==> src/hw/rtl/mfwm_pkg.sv <==
// Package for the mask flag window morphology unit.
// Holds the shared widths, flag and mode codes, and the payload and status structs.
// No dependencies.
package mfwm_pkg;

  localparam int unsigned LineDepth  = 1024;
  localparam int unsigned LineAw     = $clog2(LineDepth);
  localparam int unsigned FlagW      = 6;
  localparam int unsigned ColW       = LineAw;
  localparam int unsigned RowW       = 12;
  localparam int unsigned WidthW     = LineAw + 1;
  localparam int unsigned HeightW    = RowW + 1;
  localparam int unsigned CountW     = ColW + RowW;
  localparam int unsigned TotalW     = CountW + 1;
  localparam int unsigned CfgIdxW    = 2;
  localparam int unsigned CfgDataW   = HeightW;
  localparam int unsigned QueueDepth = 4;
  localparam int unsigned QueueAw    = $clog2(QueueDepth);
  localparam int unsigned DivSteps   = CountW;
  localparam int unsigned DivCntW    = $clog2(DivSteps + 1);

  localparam logic [WidthW-1:0]  MaxWidth  = WidthW'(LineDepth);
  localparam logic [HeightW-1:0] MaxHeight = HeightW'(1 << RowW);
  localparam logic [RowW-1:0]    RowMax    = '1;

  localparam logic [FlagW-1:0] FlSolid    = 6'h01;
  localparam logic [FlagW-1:0] FlDilated  = 6'h02;
  localparam logic [FlagW-1:0] FlBoundary = 6'h04;
  localparam logic [FlagW-1:0] FlBand     = 6'h08;
  localparam logic [FlagW-1:0] FlNoHole   = 6'h10;

  typedef enum logic [1:0] {
    ModeDilate   = 2'd0,
    ModeBoundary = 2'd1,
    ModeBand     = 2'd2,
    ModeClose    = 2'd3
  } mode_e;

  typedef enum logic [CfgIdxW-1:0] {
    CfgMode     = 2'd0,
    CfgWidth    = 2'd1,
    CfgHeight   = 2'd2,
    CfgEdgeBand = 2'd3
  } cfg_idx_e;

  typedef struct packed {
    logic             kind;
    logic [FlagW-1:0] pixel_flags;
  } in_item_t;

  typedef struct packed {
    logic [FlagW-1:0] result_flags;
    logic [ColW-1:0]  out_column;
    logic [RowW-1:0]  out_row;
    logic             frame_end;
  } out_item_t;

  typedef struct packed {
    logic [FlagW-1:0] up;
    logic [FlagW-1:0] mid;
    logic [FlagW-1:0] pix;
    logic             primed;
    logic [ColW-1:0]  col;
    logic [RowW-1:0]  row;
    logic             last;
    logic             left_ok;
    logic             right_ok;
    logic             up_ok;
    logic             down_ok;
  } line_item_t;

  typedef struct packed {
    logic               busy;
    logic               load;
    logic [WidthW-1:0]  eff_width;
    logic [HeightW-1:0] eff_height;
    logic [TotalW-1:0]  total;
    logic [ColW-1:0]    col;
    logic [CountW-1:0]  row;
  } geom_t;

endpackage

==> src/hw/rtl/mfwm_geom.sv <==
// Configuration registers, frame size product and the position divider.
// Recomputes the output position from the result count after each register write.
// Depends on mfwm_pkg.
module mfwm_geom (
  input  logic                          clk_i,
  input  logic                          rst_ni,
  input  logic                          cfg_valid_i,
  output logic                          cfg_ready_o,
  input  logic [mfwm_pkg::CfgIdxW-1:0]  cfg_index_i,
  input  logic [mfwm_pkg::CfgDataW-1:0] cfg_data_i,
  input  logic [mfwm_pkg::CountW-1:0]   emitted_count_i,
  output logic [1:0]                    mode_o,
  output logic                          edge_band_o,
  output mfwm_pkg::geom_t               geom_o
);

  logic [1:0]                     mode_q;
  logic [mfwm_pkg::WidthW-1:0]    width_q;
  logic [mfwm_pkg::HeightW-1:0]   height_q;
  logic                           edge_band_q;
  logic [mfwm_pkg::WidthW-1:0]    eff_width;
  logic [mfwm_pkg::HeightW-1:0]   eff_height;
  logic [mfwm_pkg::TotalW-1:0]    total_q;
  logic [mfwm_pkg::DivCntW-1:0]   div_cnt_q;
  logic                           done_q;
  logic [mfwm_pkg::WidthW-1:0]    rem_q;
  logic [mfwm_pkg::WidthW-1:0]    rem_d;
  logic [mfwm_pkg::CountW-1:0]    quo_q;
  logic [mfwm_pkg::WidthW-1:0]    trial;
  logic                           cfg_write;

  assign cfg_ready_o = 1'b1;
  assign cfg_write   = cfg_valid_i;

  always_ff @(posedge clk_i or negedge rst_ni) begin
    if (!rst_ni) begin
      mode_q      <= mfwm_pkg::ModeDilate;
      width_q     <= mfwm_pkg::MaxWidth;
      height_q    <= mfwm_pkg::HeightW'(1);
      edge_band_q <= 1'b0;
    end else if (cfg_write) begin
      unique case (mfwm_pkg::cfg_idx_e'(cfg_index_i))
        mfwm_pkg::CfgMode:     mode_q      <= cfg_data_i[1:0];
        mfwm_pkg::CfgWidth:    width_q     <= cfg_data_i[mfwm_pkg::WidthW-1:0];
        mfwm_pkg::CfgHeight:   height_q    <= cfg_data_i;
        mfwm_pkg::CfgEdgeBand: edge_band_q <= cfg_data_i[0];
        default:               mode_q      <= mode_q;
      endcase
    end
  end

  always_comb begin
    eff_width = width_q;
    if (width_q == '0) begin
      eff_width = mfwm_pkg::WidthW'(1);
    end else if (width_q > mfwm_pkg::MaxWidth) begin
      eff_width = mfwm_pkg::MaxWidth;
    end
    eff_height = height_q;
    if (height_q == '0) begin
      eff_height = mfwm_pkg::HeightW'(1);
    end else if (height_q > mfwm_pkg::MaxHeight) begin
      eff_height = mfwm_pkg::MaxHeight;
    end
  end

  always_ff @(posedge clk_i or negedge rst_ni) begin
    if (!rst_ni) begin
      total_q <= mfwm_pkg::TotalW'(mfwm_pkg::LineDepth);
    end else begin
      total_q <= mfwm_pkg::TotalW'(eff_width) * mfwm_pkg::TotalW'(eff_height);
    end
  end

  // Restoring division of the result count by the width, one quotient bit per cycle.
  assign trial = {rem_q[mfwm_pkg::WidthW-2:0], quo_q[mfwm_pkg::CountW-1]};

  always_comb begin
    rem_d = trial;
    if (trial >= eff_width) begin
      rem_d = trial - eff_width;
    end
  end

  always_ff @(posedge clk_i or negedge rst_ni) begin
    if (!rst_ni) begin
      div_cnt_q <= '0;
      done_q    <= 1'b0;
    end else if (cfg_write) begin
      div_cnt_q <= mfwm_pkg::DivCntW'(mfwm_pkg::DivSteps);
      done_q    <= 1'b0;
    end else begin
      done_q <= (div_cnt_q == mfwm_pkg::DivCntW'(1));
      if (div_cnt_q != '0) begin
        div_cnt_q <= div_cnt_q - mfwm_pkg::DivCntW'(1);
      end
    end
  end

  always_ff @(posedge clk_i) begin
    if (cfg_write) begin
      rem_q <= '0;
      quo_q <= emitted_count_i;
    end else if (div_cnt_q != '0) begin
      rem_q <= rem_d;
      quo_q <= {quo_q[mfwm_pkg::CountW-2:0], (trial >= eff_width)};
    end
  end

  assign mode_o      = mode_q;
  assign edge_band_o = edge_band_q;

  always_comb begin
    geom_o            = '0;
    geom_o.busy       = cfg_write || (div_cnt_q != '0) || done_q;
    geom_o.load       = done_q;
    geom_o.eff_width  = eff_width;
    geom_o.eff_height = eff_height;
    geom_o.total      = total_q;
    geom_o.col        = rem_q[mfwm_pkg::ColW-1:0];
    geom_o.row        = quo_q;
  end

endmodule

==> config.mk <==
export PLATFORM = sky130hd
export DESIGN_NAME = mfwm_geom
export DESIGN_NICKNAME = d
export VERILOG_FILES = /design/src/hw/rtl/mfwm_pkg.sv /design/src/hw/rtl/mfwm_geom.sv
export SDC_FILE = /design/constraint.sdc
export NUM_CORES = 1
export LEC_CHECK = 0
export BUFFER_PORTS_ARGS = -buffer_cell sky130_fd_sc_hd__buf_2
export CORE_UTILIZATION = 30
export CTS_CLUSTER_DIAMETER = 200
export DETAILED_ROUTE_END_ITERATION = 16
export PLACE_DENSITY = 0.55
export SYNTH_ARGS = -nofsm -noshare
export SYNTH_HDL_FRONTEND = slang
export SYNTH_SLANG_ARGS = --single-unit
==> constraint.sdc <==
create_clock -name clk_i -period 5.87 [get_ports clk_i]
set_clock_uncertainty 0.2 [all_clocks]
set_input_delay 0.8805 -clock clk_i [delete_from_list [all_inputs] [get_ports clk_i]]
set_output_delay 0.8805 -clock clk_i [all_outputs]
set_load 0.02 [all_outputs]
# Word-level counts from Yosys, hierarchy flattened
# Cells that the tools add are included.
# word_totals
mem_bits_ro,0
out_inout_bits,85
mem_count,0
input_bits,40
latch_bits,0
mem_bits_rw,0
reg_bits,88
wordCells,40
# classes
div_mod_pow,0
n_eq_ne,4
n_bitwise,0
magnitude_cmp,3
add_sub_neg,2
mul,1
n_reduce_logical,11
n_mux,10
shifts,0
# ops
operator,count
$mux 22,2
$mux 13,2
$mul 11x13->23,1
$mux 11,2
$gt 13x13->1 const B,1
$logic_not 13->1,1
$ge 11x11->1,1
$gt 11x11->1 const B,1
$logic_not 11->1,1
$mux 10,1
$mux 5,2
$sub 10x10->10,1
$reduce_and 2->1,4
$eq 5x1->1 const B,1
$reduce_bool 5->1,1
$sub 5x1->5 const B,1
$eq 2x2->1 const B,2
$eq 2x1->1 const B,1
$logic_not 2->1,1
$logic_or 1x1->1,2
$reduce_bool 2->1,1
$mux 1,1

# Depth between registers and ports, before layout
# depth
ltp_word,6
mapped_depth,24

# Worst setup path before layout
# OpenSTA, ideal clock, no wires.
# synth_path
path_kind,reg2reg
start,register height_q[3] (netlist name)
end,register total_q[19] (netlist name)
setup_time_ps,124
synth_period_minus_slack_ps,6308
t_arrival_ps,5984
required_ps,5546
n_path_buf,1
slack_ps,-438
stages_incl_launch_ff,23
path_cell_list,dfrtp_1 nor4_1 a31oi_1 or2_2 clkbuf_1 inv_1 nand2_1 fa_1 fa_1 inv_1 fa_1 fa_1 inv_1 fa_1 inv_1 ha_1 a21o_1 a221oi_2 a21bo_1 a31o_1 o31a_1 nand2b_1 xor2_1
# synth_lines
element,line_no,text
"start, declared",mfwm_geom.sv:19,logic [mfwm_pkg::HeightW-1:0] height_q;
"start signal, assigned",mfwm_geom.sv:39,height_q <= mfwm_pkg::HeightW'(1);
"start signal, assigned",mfwm_geom.sv:45,mfwm_pkg::CfgHeight: height_q <= cfg_data_i;
"end signal, assigned",mfwm_geom.sv:69,total_q <= mfwm_pkg::TotalW'(mfwm_pkg::LineDepth);
"end signal, assigned",mfwm_geom.sv:71,total_q <= mfwm_pkg::TotalW'(eff_width) * mfwm_pkg::TotalW'(eff_height);
"end, declared",mfwm_geom.sv:23,logic [mfwm_pkg::TotalW-1:0] total_q;

# Final worst setup path
# layout_path
start,register width_q[10] (netlist name)
end,register total_q[21] (netlist name)
# layout_via
elab_chain_cells,4
word_cells_on_any_way,5
classes_between,mul: 1; order compare: 1; mux: 2; reduce/logical: 1
# layout_rtl
element,line_no,text
"start, declared",mfwm_geom.sv:18,logic [mfwm_pkg::WidthW-1:0] width_q;
"start signal, assigned",mfwm_geom.sv:38,width_q <= mfwm_pkg::MaxWidth;
"start signal, assigned",mfwm_geom.sv:44,mfwm_pkg::CfgWidth: width_q <= cfg_data_i[mfwm_pkg::WidthW-1:0];
$gt 11x11->1,mfwm_geom.sv:56,end else if (width_q > mfwm_pkg::MaxWidth) begin
$mux 11,mfwm_geom.sv:56,
$mux 11 *,mfwm_geom.sv:54,if (width_q == '0) begin
$mul 11x13->23 *,mfwm_geom.sv:71,
# Every way passes the cells marked *; elsewhere a longest branch is shown, timed or not.
# A chain may end at the register's enable or synchronous reset.

==> results.cfg <==
[placement]
place.gp.congestion = 0.873
portBuffers = 123
place_area_sq_mm = 0.0100
hpwlAfterDp_um = 17600

[grt]
grt_max_degree = 57
grt-ovfl-total = 0
grt_use_total_pct = 15.8
first_global_vias = 6658
grt_pass1_wl_um = 34900
antenna_found_initial = 0

[worst_setup_path]
end_kind = flip-flop
worstSetupPathType = reg2reg
start_kind = flip-flop
critPathMaxFanout = 5
cp_num_buf_inv = 6
path_cells = buf_12 -> buf_4 -> nor2b_4 -> buf_6 -> nand2_1 -> fa_1 -> fa_2 -> fa_1 -> inv_1 -> fa_1 -> inv_1 -> fa_1 -> inv_1 -> ha_1 -> a21o_1 -> a221oi_2 -> a21bo_1 -> a31o_1 -> o31a_1 -> o221ai_2 -> xnor2_1
max_stage_delay_ns = 0.53
cpMaxStageDelayCell = fa_1
cpLargestDelayFamily = adder cells
cpMostUsedCell = fa_1
cp.required_ns = 5.96
arrival_ns = 5.88

[synth]
synth_flop_cell = dfrtp_1
ys_ff_latch = 88
synth_edf_count = 22
synth_nets = 1071
synth.cell_area_sq_mm = 0.00834
yosys_warnings = 0
avgSynthCellArea_sq_um = 9.69
ys_types = 56
seq_area_frac_synth_pct = 27.2
yosys-top-cells-area = fa_1, dfrtp_1, ha_1
synth_top_area_share_pct = 23.5
syn-instance-count = 860
yosys.area.top_type = fa_1
ys_async_sr_fraction_pct = 63.6

[floorplanning]
dieArea_sq_mm = 0.0285
core_area_sq_mm = 0.0271
rows = 60
die_h_um = 169
die_x_um = 169
start_util_pct = 30.8
io_pins = 125

[clock_tree]
clock_latency_ns = 0.36
ctsHtreeMaxLevel = 3
cts_tree = built
cts-root-buf = clkbuf_16
numClockSinks = 88
numCtsBuffers = 9
clk_pin_slew_ns = 0.07
clock_path_buffers = 2

[layout]
antennaDiodeCount = 0
drive_above_1_share_pct = 31.4
most-common-layout-cells = inv_1, buf_2, nand2_1
mostFrequentLayoutCell = inv_1
fin_nets = 1276
final_cell_area_sq_mm = 0.0105
multiInputGateArea_sq_mm = 0.00546
areaGrowthSynthToFinish_pct = 26.4
fill_cells = 2750
regArea_sq_mm = 0.00227

[pwr]
pwr_density_cell_mw_per_mm2 = 419
leakage_uw = 0.00533
p_int_uw = 2430
ir_drop_v = 0.000156
switchingPower_uw = 1980
p_seq_share_pct = 20.0
pwr-share-comb_pct = 65.5
clockPowerShare_pct = 14.5
switching_share_pct = 44.9

[timing]
min_period_ns = 5.79
fin_tns_setup_ns = 0
setup_viol = 0
grt_setup_unrepaired = yes
timing.fmax_mhz = 173
slew_violations = 0
worstMarginPinSlew_ns = 0.862
hold_viol = 0
maxSlewHeadroom_pct = 42.5
period_share_pct = 98.7

[job]
cap_violations = 0

[drt]
vias_per_cell = 4.43
ant_nets = 0
vias = 6381
wirelength_um = 21400
first_pass_iters = 5
drc = 0
drt-wirelength-per-cell_um = 14.8
drtIter0Drc = 353

[status]
outcome = complete, no violations

[worst_hold_path]
hold_path_class = reg2reg
area by class of cell:
cell class | instances | area share, %
Multi-Input combinational cell | 577 | 51.8
Inverter | 169 | 6.19
Sequential cell | 88 | 21.5
Clock inverter | 5 | 0.463
Timing Repair Buffer | 219 | 12.9
Clock buffer | 11 | 2.61
Tap cell | 372 | 4.42
Timing Repair inverter | 1 | 0.0713
power groups by stage:
| stage | registers, uW | clock network [uW] | logic (uW) |
|---|---|---|---|
| final | 881 | 640 | 2890 |
| after global routing | 901 | 685 | 3270 |
| after CTS | 885 | 661 | 2850 |
| after detailed placement | 896 | 0 | 2800 |
| after global placement | 896 | 0 | 2790 |
| after floorplan | 1030 | 0 | 1780 |
worst paths after layout:
check	cells past startpoint	start	end	slack [ns]
max	21	width_q[10]	total_q[21]	0.08
min	2	rem_q[9]	rem_q[9]	0.28
max reg2reg	21	width_q[10]	total_q[21]	0.08
min reg2reg	2	rem_q[9]	rem_q[9]	0.28
max in group asynchronous	2	rst_ni	height_q[12]	4.44
min in group asynchronous	2	rst_ni	total_q[16]	0.47
what timing repair did:
item                       in CTS  in global routing
cloned                          0                  1
hold buffers                    0                  0
setup endpoints to repair       6                  8
gates resized for setup        12                 22
pin swaps                      17                 13
setup buffers                   2                  8
kinds of logic after synthesis:
kind of cell	Yosys count	synth area share, %
AND/OR/NAND/NOR	240	12.2
buffers and inverters	195	8.92
adder cells (fa/ha/maj)	171	34.5
flip-flops	88	27.2
AO/OA/AOI/OAI	77	6.29
multiplexers	59	7.82
XOR/XNOR	29	3.05
other	1	0.0450
flip-flops by register name, summed over array words and instances (netlist names):
signal and cells:
div_cnt_q 5, edge_band_o 1, total_q 23, height_q 13, width_q 11, rem_q 10
done_q 1, mode_o 2, quo_q 22
synth_stat cells, types with 3 or more instances:
master      n
o21a_1      4
nor4_1      7
inv_1     160
fa_1       98
a31oi_1     4
o21bai_1    3
o21ai_0     5
nor2_1     80
ha_1       73
mux2i_1    10
dfrtp_1    53
and3_1      4
dfxtp_1    10
a21oi_1    20
buf_4       3
xor2_1      8
nand2_1   110
clkbuf_1   18
nor3_1      7
dfstp_2     3
o21ai_1     9
edfxtp_1   22
nand3_1     5
mux2_2     49
nand2b_1    5
xnor2_1    21
a21o_1     10
clkinv_1    9
buf_1       5
nor2b_1     9
worst reg2reg max path, cell delays in order, from the launching register on:
cell	delay, ns
dfstp_2	0.39
buf_12	0.13
buf_4	0.15
nor2b_4	0.21
buf_6	0.15
nand2_1	0.07
fa_1	0.51
fa_2	0.39
fa_1	0.54
inv_1	0.05
fa_1	0.47
inv_1	0.05
fa_1	0.52
inv_1	0.04
ha_1	0.30
a21o_1	0.20
a221oi_2	0.24
a21bo_1	0.26
a31o_1	0.21
o31a_1	0.31
o221ai_2	0.18
xnor2_1	0.14
metal layers:
metal / GRT usage (%) / wire, um
met2: 27.1 / 10400
met3: 2.03 / 633
met4: 3.75 / 273
met5: 0 / 0
met1: 21.2 / 10200
per-stage QoR:
stage / cells / utilization (%) / power (uW) / hold WS (ns) / setup WS, ns
final: 1442 / 38.9 / 4410 / 0.283 / 0.0779
after global routing: 1442 / 38.9 / 4850 / 0.308 / -0.118
after CTS: 1433 / 38.3 / 4400 / 0.287 / -0.0545
after detailed placement: 1415 / 36.9 / 3700 / 0.273 / -0.241
after global placement: 1415 / 36.9 / 3690 / 0.261 / -0.167
after floorplan: 860 / - / 2810 / 0.280 / 0.00621
No activity file was read; power rests on OpenSTA's default activity.
