## config.mk

```make
export PLATFORM = sky130hd
export DESIGN_NAME = mfwm_queue
export DESIGN_NICKNAME = d
export VERILOG_FILES = /design/src/hw/rtl/mfwm_pkg.sv /design/src/hw/rtl/mfwm_queue.sv
export SDC_FILE = /design/constraint.sdc
export NUM_CORES = 1
export LEC_CHECK = 0
export BUFFER_PORTS_ARGS = -buffer_cell sky130_fd_sc_hd__buf_2
export CAP_MARGIN = 15
export CORE_UTILIZATION = 55
export CTS_BUF_LIST = sky130_fd_sc_hd__clkbuf_16
export DETAILED_ROUTE_END_ITERATION = 7
export GPL_TIMING_DRIVEN = 0
export PLACE_DENSITY = 0.83
export SLEW_MARGIN = 10
export SYNTH_ARGS = -nofsm -noshare
export SYNTH_HDL_FRONTEND = slang
export SYNTH_SLANG_ARGS = --single-unit
```

## constraint.sdc

```tcl
create_clock -name clk_i -period 2.9 [get_ports clk_i]
set_input_delay 0.29 -clock clk_i [delete_from_list [all_inputs] [get_ports clk_i]]
set_output_delay 0.29 -clock clk_i [all_outputs]
set_load 0.03 [all_outputs]
```

## src/hw/rtl/mfwm_pkg.sv

```systemverilog
// Package for the mask flag window morphology unit.
// Holds the shared widths, flag and mode codes, and the payload and status structs.
// No dependencies.
package mfwm_pkg;

  localparam int unsigned LineDepth  = 1024;
  localparam int unsigned LineAw     = $clog2(LineDepth);
  localparam int unsigned FlagW      = 6;
  localparam int unsigned ColW       = LineAw;
  localparam int unsigned RowW       = 12;
  localparam int unsigned WidthW     = LineAw + 1;
  localparam int unsigned HeightW    = RowW + 1;
  localparam int unsigned CountW     = ColW + RowW;
  localparam int unsigned TotalW     = CountW + 1;
  localparam int unsigned CfgIdxW    = 2;
  localparam int unsigned CfgDataW   = HeightW;
  localparam int unsigned QueueDepth = 4;
  localparam int unsigned QueueAw    = $clog2(QueueDepth);
  localparam int unsigned DivSteps   = CountW;
  localparam int unsigned DivCntW    = $clog2(DivSteps + 1);

  localparam logic [WidthW-1:0]  MaxWidth  = WidthW'(LineDepth);
  localparam logic [HeightW-1:0] MaxHeight = HeightW'(1 << RowW);
  localparam logic [RowW-1:0]    RowMax    = '1;

  localparam logic [FlagW-1:0] FlSolid    = 6'h01;
  localparam logic [FlagW-1:0] FlDilated  = 6'h02;
  localparam logic [FlagW-1:0] FlBoundary = 6'h04;
  localparam logic [FlagW-1:0] FlBand     = 6'h08;
  localparam logic [FlagW-1:0] FlNoHole   = 6'h10;

  typedef enum logic [1:0] {
    ModeDilate   = 2'd0,
    ModeBoundary = 2'd1,
    ModeBand     = 2'd2,
    ModeClose    = 2'd3
  } mode_e;

  typedef enum logic [CfgIdxW-1:0] {
    CfgMode     = 2'd0,
    CfgWidth    = 2'd1,
    CfgHeight   = 2'd2,
    CfgEdgeBand = 2'd3
  } cfg_idx_e;

  typedef struct packed {
    logic             kind;
    logic [FlagW-1:0] pixel_flags;
  } in_item_t;

  typedef struct packed {
    logic [FlagW-1:0] result_flags;
    logic [ColW-1:0]  out_column;
    logic [RowW-1:0]  out_row;
    logic             frame_end;
  } out_item_t;

  typedef struct packed {
    logic [FlagW-1:0] up;
    logic [FlagW-1:0] mid;
    logic [FlagW-1:0] pix;
    logic             primed;
    logic [ColW-1:0]  col;
    logic [RowW-1:0]  row;
    logic             last;
    logic             left_ok;
    logic             right_ok;
    logic             up_ok;
    logic             down_ok;
  } line_item_t;

  typedef struct packed {
    logic               busy;
    logic               load;
    logic [WidthW-1:0]  eff_width;
    logic [HeightW-1:0] eff_height;
    logic [TotalW-1:0]  total;
    logic [ColW-1:0]    col;
    logic [CountW-1:0]  row;
  } geom_t;

endpackage

```

## src/hw/rtl/mfwm_queue.sv

```systemverilog
// Short queue of classified line items between the front and the back part.
// The front only pushes when a slot is known to be free.
// Depends on mfwm_pkg.
module mfwm_queue (
  input  logic                           clk_i,
  input  logic                           rst_ni,
  input  logic                           push_i,
  input  mfwm_pkg::line_item_t           item_i,
  input  logic                           pop_i,
  output mfwm_pkg::line_item_t           item_o,
  output logic                           empty_o,
  output logic [mfwm_pkg::QueueAw:0]     count_o
);

  mfwm_pkg::line_item_t             slots_q [mfwm_pkg::QueueDepth];
  logic [mfwm_pkg::QueueAw-1:0]     wr_ptr_q;
  logic [mfwm_pkg::QueueAw-1:0]     rd_ptr_q;
  logic [mfwm_pkg::QueueAw:0]       count_q;

  always_ff @(posedge clk_i) begin
    if (push_i) begin
      slots_q[wr_ptr_q] <= item_i;
    end
  end

  always_ff @(posedge clk_i or negedge rst_ni) begin
    if (!rst_ni) begin
      wr_ptr_q <= '0;
      rd_ptr_q <= '0;
      count_q  <= '0;
    end else begin
      if (push_i) begin
        wr_ptr_q <= wr_ptr_q + mfwm_pkg::QueueAw'(1);
      end
      if (pop_i) begin
        rd_ptr_q <= rd_ptr_q + mfwm_pkg::QueueAw'(1);
      end
      if (push_i && !pop_i) begin
        count_q <= count_q + (mfwm_pkg::QueueAw+1)'(1);
      end else if (!push_i && pop_i) begin
        count_q <= count_q - (mfwm_pkg::QueueAw+1)'(1);
      end
    end
  end

  assign item_o  = slots_q[rd_ptr_q];
  assign empty_o = (count_q == '0);
  assign count_o = count_q;

endmodule

```

### Yosys cells after proc, flatten, opt, wreduce, memory -nomap -nowiden

Memories as Yosys holds them, arrays and structs flattened.
Index checks and enable logic that the tools add are counted.

* register bits: 7
* RAM bits: 184
* input bits: 50
* output and inout port bits: 50
* memories: 1

* add/sub/neg operators: 4
* muxes and demuxes: 4
* reduce and logical (&&, ||, !) cells: 6

Memories
* slots_q: depth 4, width 46, rd ports 1, clocked after memory_dff 0, write ports 1, line mfwm_queue.sv:15 `mfwm_pkg::line_item_t slots_q [mfwm_pkg::QueueDepth];`

Operators by type and width (count)
* 3-bit 2-to-1 mux: 2
* 2-bit by 1-bit adder with 2-bit output, second input constant: 2
* 3-bit by 1-bit adder with 3-bit output, second input constant: 1
* 3-bit logical NOT: 1
* 3-bit by 1-bit subtractor with 3-bit output, second input constant: 1
* 1-bit logical AND: 2
* 1-bit logical NOT: 2
* 1-bit 2-to-1 mux: 2
* 2-bit nonzero test: 1

### Longest topological paths before layout

Gate-level depths: netlist of run 1.

* word-level depth: 4
* mapped depth: 7

### Worst setup path before layout of run 1

No wires, ideal clock.

* path kind: register to register
* from: reg wr_ptr_q[0] (netlist name)
* to: mem slots_q[0][0] (netlist name) (enable)
* setup time: 0.408 ns
* data arrival time: 1.723 ns
* required time: 2.492 ns
* path slack: 0.769 ns
* cell stages (with the launch flop): 4
* clock period less this slack: 2.131 ns
* cell sequence: dfrtp_1 -> inv_1 -> ha_1 -> and2_1

RTL lines
* from (decl): line mfwm_queue.sv:16 `logic [mfwm_pkg::QueueAw-1:0] wr_ptr_q;`
* from (signal assigned): line mfwm_queue.sv:33 `wr_ptr_q <= wr_ptr_q + mfwm_pkg::QueueAw'(1);`
* to (decl): line mfwm_queue.sv:15

Straight into the memory's write port.

==> run_results.csv, run 1 <==
group,metric,value,unit
drt,dr.pass1.iters,4,
yosys,synth_common_cells,"edfxtp_1, mux4_2, dfrtp_1, ha_1",
floorplan,die_x,115.0,um
yosys,ys_seq_area_frac,0.8124,
drt,met2_length,5945,um
timing,min_period,2.261,ns
drt,num_vias,3138,
yosys,yosysMostFrequentCell,"edfxtp_1",
setup_path,required,2.61,ns
clock_network,cts_buffer_depth,2,
clock_network,cts_hold_buffers,1,
yosys,yosys_warnings,0,
power_and_ir_drop,switchingPower,3.015,mW
layout,drive_gt1_frac,0.4579,
yosys,synth_top_area_share,0.7874,
clock_network,cts_resized,0,
yosys,netlist_top_cells_area,"edfxtp_1, mux4_2, dfrtp_1",
clock_network,post_cts_buffers,0,
setup_path,path_buf_inv,3,
floorplan,coreArea,12210,sq um
clock_network,cts_tree,"yes",
power_and_ir_drop,internal_power,6.181,mW
power_and_ir_drop,powerDensity,1102,nW/um^2
drt,wl_per_cell,19.96,um
drt,ant_nets,0,
floorplan,dieHeight,115.0,um
floorplan,initial_core_util,0.5746,
placed_design,io_buffers,99,
setup_path,crit_family,"buffers and inverters",
floorplan,rows,40,
power_and_ir_drop,pwr-share-comb,0.336,
timing,slew_viol_final,0,
drt,wirelength,11440,um
outcome,status,"complete, no violations",
placed_design,dp_hpwl,6822,um
power_and_ir_drop,switching_share,0.3279,
setup_path,crit_path_end_kind,"output port",
setup_path,crit_chain,"buf_6, buf_6, mux4_2, buf_2",
global_routing,grt_usage,0.1882,
timing,rsz0062_at_grt,"no",
yosys,synth_seq_cells,191,
setup_path,cp_max_fo,10,
timing,worst_pin_slew,0.7282,ns
layout,syn2layout_area_growth,18.94,%
placed_design,gp_congestion,0.6603,
floorplan,die_area,13210,sq um
power_and_ir_drop,vdd.ir_drop.worst,0.8361,mV
setup_path,worstSetupStartpointType,"flip-flop",
drt,post-route-drc-count,0,
layout,final_core_util,0.6834,
min_path,hp-class,"input pin to flip-flop",
clock_network,clkTransAtPathRegs,0.06,ns
global_routing,antenna_found_initial,1,
global_routing,grt_max_degree,47,
timing,relSlewSlack,0.5145,
clock_network,root_buffer,"clkbuf_16",
timing,setup_violations,0,
setup_path,r2r_slack,1.22,ns
clock_network,numCtsBuffers,17,
setup_path,critPathArrivalTime,1.97,ns
setup_path,crit_top_cell,"buf_6",
yosys,avgSynthCellArea,25.70,sq um
yosys,synth_area,7017,sq um
global_routing,grt_overflow,0,
yosys,synth_top_cell_by_area,"edfxtp_1",
power_and_ir_drop,power_frac_seq,0.410,
yosys,synth_edf_count,184,
setup_path,crit_slowest_cell,"mux4_2",
job,drv_cap,0,
global_routing,grt_pass1_vias,3312,
clock_network,cts.htree.levels,4,
timing,finalHoldViolCount,0,
yosys,postSynthCellCount,273,
drt,top_layer,"met4",
timing,fin_crit_sh,0.7796,
placed_design,placed_area,7732,sq um
drt,avgViaCountPerCell,5.476,
timing,fmax,0.4423,GHz
clock_network,clock-sinks,191,
setup_path,slowest_delay,0.53,ns
drt,met3_length,718,um
floorplan,ios,100,
global_routing,grt_pass1_wl,17270,um
yosys,syn_nets,329,
drt,dr.first_iter.drc_count,250,
layout,fin_nets,448,
layout,fillers,806,
yosys,ys.flop_type,"edfxtp_1",
clock_network,clk_latency,0.42,ns
yosys,synth_async_sr_flop_share,0.03665,
timing,finalClockSkew,0.004731,ns
layout,stdcell_area,8346,sq um
power_and_ir_drop,power_leakage,2.907,nW
yosys,synth_cell_types,18,
setup_path,path_class,"flip-flop to output port",
drt,drt-met1-wl,4600,um
power_and_ir_drop,pwr-share-clk,0.254,
==> kinds of logic (layout without fill, tap and decap cells) <==
logic type      after synthesis  in the layout  share of synthesized area
other cells                   0              1                          0
mux                          47             47                     0.1493
xor+xnor                      6              6                   0.007489
compound gates                1              1                  0.0007126
flops                       191            191                     0.8124
fa+ha+maj                     6              6                    0.01177
simple gates                  8              8                   0.005883
buf+inv                      14            145                    0.01248
==> final cells by class <==
cell class	count	area (sq um)	area share
diodes	1	2.502	0.0002999
plain buffers	10	72.57	0.008696
clock buffers	17	425.4	0.05097
clock inverters	14	175.2	0.02099
inverters	4	15.01	0.001799
multi-input cells	68	1239	0.1484
flip-flops and latches	191	5700	0.6831
well taps	168	210.2	0.02519
repair buffers	100	505.5	0.06057
==> metal layers <==
metal,GRT usage,vias to the layer above
li1,-,1394
met3,0.06220,16
met4,0.07273,0
met1,0.2267,1628
met5,0,-
met2,0.3181,100
==> sequential cells by signal, indices dropped and copies added, names as in the netlist <==
name and count:
count_o 3, wr_ptr_q 2, slots_q 184, rd_ptr_q 2
==> cell usage in the layout (no fill, tap or decap), drive strengths merged <==
cell type and count:
buf 108, fa 1, clkinv 6, bufinv 4, ha 5, dlygate4sd3 1, nor2 1, inv 5
clkinvlp 3, mux2 1, dfrtp 7, xnor2 2, clkbuf 18, and2 4, nor3 1, xor2 4
nand2 2, edfxtp 184, mux4 46, diode 1, o21ai 1
==> metrics by stage <==
step	instances	setup slack (ns)	setup TNS, ns	power, mW	hold WS, ns
5_1_grt	572	0.5404	0	9.579	0.06691
4_1_cts	572	0.5856	0	9.309	0.06391
2_1_floorplan	273	0.7686	0	6.122	-0.005591
3_5_place_dp	540	1.041	0	6.989	0.1333
3_3_place_gp	540	-0.05699	-6.453	6.936	0.1284
6_report	573	0.6393	0	9.197	0.07933
==> final timing paths <==
kind,startpoint,to,cells after the start
max reg2reg,wr_ptr_q[1],slots_q[1][16],3
min reg2reg,count_o[2],count_o[2],1
min,item_i[3],slots_q[1][3],1
max in group asynchronous,rst_ni,rd_ptr_q[0],2
max,rd_ptr_q[0],item_o[26],4
min in group asynchronous,rst_ni,count_o[2],2
==> power groups by stage <==
| stage | Sequential [mW] | Clock (mW) | Combinational [mW] |
|---|---|---|---|
| after global routing | 3.81 | 2.47 | 3.30 |
| after global placement | 3.82 | 0 | 3.12 |
| final | 3.77 | 2.34 | 3.09 |
| after detailed placement | 3.83 | 0 | 3.16 |
| after floorplan | 3.83 | 0 | 2.29 |
| after CTS | 3.77 | 2.37 | 3.16 |
Note: power is estimated with default switching activity, not from simulation.
==> inputs of run 2 (changes only) <==
- ABC_AREA: unset -> 1
- PLACE_DENSITY: 0.83 -> 0.82
- clock period: 2.9 -> 2.3 ns (I/O delays scaled with it)
==> run_results.csv, run 2 <==
group,metric,value,unit
timing,min_period,2.023,ns
timing,relSlewSlack,0.6216,
global_routing,busiest_layer,"met2",
layout,mostFrequentLayoutCells,"edfxtp_1, nand2_1, buf_2",
power_and_ir_drop,power_leakage,4.006,nW
global_routing,grt_usage,0.2272,
clock_network,cts_buffer_depth,2,
global_routing,grt_pass1_vias,5015,
timing,fin_setup_tns,0,ns
clock_network,clock-sinks,191,
global_routing,met2_usage,0.3900,
timing,fmax,0.4943,GHz
clock_network,clkTransAtPathRegs,0.06,ns
drt,wl_per_cell,17.60,um
yosys,synth_async_sr_flop_share,0.03665,
setup_path,path_buf_inv,4,
yosys,yosysMostFrequentCell,"edfxtp_1",
global_routing,met1_usage,0.2722,
placed_design,dp_hpwl,10150,um
layout,fin_nets,780,
yosys,ys.flop_type,"edfxtp_1",
timing,finalHoldViolCount,0,
yosys,synth_area,8098,sq um
placed_design,place_ws,0.5055,ns
timing,setup_slack,0.2768,ns
min_path,hp-class,"input pin to flip-flop",
timing,hold_slack,0.01177,ns
global_routing,grt_max_degree,28,
setup_path,crit_chain,"inv_2, buf_4, buf_2, o211ai_1, nand2_1, buf_2",
drt,ant_nets,0,
layout,drive_gt1_frac,0.3256,
drt,num_vias,4810,
setup_path,crit_slowest_cell,"dfrtp_1",
setup_path,cp_max_fo,10,
setup_path,slowest_delay,0.39,ns
floorplan,coreArea,14100,sq um
layout,largest_reg_flops,184,
timing,rsz0062_at_grt,"no",
floorplan,ios,100,
yosys,synth_top_cell_by_area,"edfxtp_1",
clock_network,numCtsBuffers,17,
power_and_ir_drop,vdd.ir_drop.worst,0.8011,mV
timing,finalClockSkew,0.007448,ns
drt,wirelength,16140,um
global_routing,grt_overflow,0,
timing,fin_crit_sh,0.8796,
global_routing,grt_util_met3,0.04982,
power_and_ir_drop,powerDensity,1402,nW/um^2
layout,final_common_cell,"edfxtp_1",
clock_network,root_buffer,"clkbuf_16",
setup_path,crit_path_end_kind,"output port",
yosys,synth_seq_cells,191,
clock_network,cts_tree,"yes",
global_routing,grt_pass1_wl,24760,um
floorplan,die_x,123.3,um
placed_design,gp_congestion,0.8147,
timing,setup_violations,0,
clock_network,cts.htree.levels,4,
yosys,yosys_warnings,0,
setup_path,required,2.07,ns
setup_path,crit_family,"buffers and inverters",
drt,dr.pass1.iters,5,
yosys,avgSynthCellArea,13.87,sq um
yosys,ys_seq_area_frac,0.7040,
setup_path,path_class,"flip-flop to output port",
global_routing,antenna_found_initial,0,
yosys,synth_edf_count,184,
yosys,syn_nets,640,
setup_path,critPathArrivalTime,1.79,ns
setup_path,crit_top_cell,"buf_2",
floorplan,initial_core_util,0.5745,
yosys,synth_cell_types,23,
setup_path,worstSetupStartpointType,"flip-flop",
job,drv_cap,0,
drt,post-route-drc-count,0,
yosys,synth_common_cells,"edfxtp_1, nand2_1, inv_1, o211ai_2, o211ai_1",
layout,syn2layout_area_growth,19.19,%
floorplan,dieHeight,123.3,um
timing,slew_viol_final,0,
clock_network,clk_latency,0.43,ns
timing,worst_pin_slew,0.5668,ns
drt,dr.first_iter.drc_count,345,
layout,regMostFlops,"slots_q",
layout,n_antenna_cell,0,
outcome,status,"complete, no violations",
floorplan,die_area,15210,sq um
drt,avgViaCountPerCell,5.245,
floorplan,rows,43,
yosys,postSynthCellCount,584,
yosys,netlist_top_cells_area,"edfxtp_1, o211ai_2, nand2_1",
yosys,synth_top_area_share,0.6823,
placed_design,io_buffers,99,
run 2: cell count changes in the layout (fill, tap and decap cells not counted), sizes merged, moves of 2 or more:
cell | previous run | this run
clkbuf | 18 | 21
dlygate4sd3 | 1 | 18
clkinv | 6 | 11
buf | 108 | 131
inv | 5 | 104
o211ai | 0 | 92
bufinv | 4 | 2
and2 | 4 | 0
mux4 | 46 | 0
nand2 | 2 | 151
run 2: layout make-up:
| cell class | count | area, sq um |
|---|---|---|
| Sequential cell | 191 | 5700 |
| Fill cell | 951 | 4444 |
| Multi-Input combinational cell | 257 | 1707 |
| Timing Repair Buffer | 121 | 755.7 |
| Clock buffer | 17 | 425.4 |
| Inverter | 104 | 390.4 |
| Buffer | 32 | 300.3 |
| Tap cell | 180 | 225.2 |
| Clock inverter | 15 | 147.6 |
run 2: cell families (layout without fill, tap and decap cells):
kind of cell | count (synthesis) | count (layout) | synth area share
AOI/OAI and AO/OA | 93 | 93 | 0.1193
xor gates and xnor gates | 4 | 4 | 0.004327
adders and majority gates | 6 | 6 | 0.01020
buffers and inverters | 136 | 289 | 0.08529
DFF | 191 | 191 | 0.7040
and+or+nand+nor | 154 | 154 | 0.07695
run 2: stage by stage:
stage | power (mW) | instance area [sq um] | utilization | instances
after detailed placement | 10.79 | 8899 | 0.6313 | 867
after global routing | 14.17 | 9652 | 0.6847 | 917
after global placement | 10.61 | 8818 | 0.6256 | 863
after CTS | 13.62 | 9652 | 0.6847 | 917
final | 13.53 | 9652 | 0.6847 | 917
after floorplan | 9.051 | 8098 | - | 584
run 2: timing repair:
| action | 4_1_cts | 5_1_grt |
|---|---|---|
| hold buffers | 18 | 0 |
| setup buffers | 0 | 0 |
| endpoints found under the hold margin | 68 | 0 |
| gates resized for setup | 0 | 0 |
run 2: per-layer routing:
layer  wire length, um  part of all wire  vias up
met4               265             0.016        0
met3               869             0.054       25
met5                 0                 0        -
met1              6586              0.41     2341
li1                  -                 -     2303
met2              8415              0.52      141
run 2: final timing paths:
kind	startpoint	endpoint	slack, ns	depth (start not counted)
setup / recovery	rd_ptr_q[1]	item_o[7]	0.28	6
setup reg to reg	wr_ptr_q[0]	slots_q[0][19]	0.54	5
hold / removal	item_i[44]	slots_q[3][44]	0.01	1
min in group asynchronous	rst_ni	wr_ptr_q[0]	0.17	2
max in group asynchronous	rst_ni	wr_ptr_q[1]	1.96	2
hold reg to reg	wr_ptr_q[0]	wr_ptr_q[0]	0.54	1
run 2: power by group:
group	switching, mW	internal (mW)
Sequential	0.216	4.56
Clock	1.23	1.59
Combinational	4.05	1.88
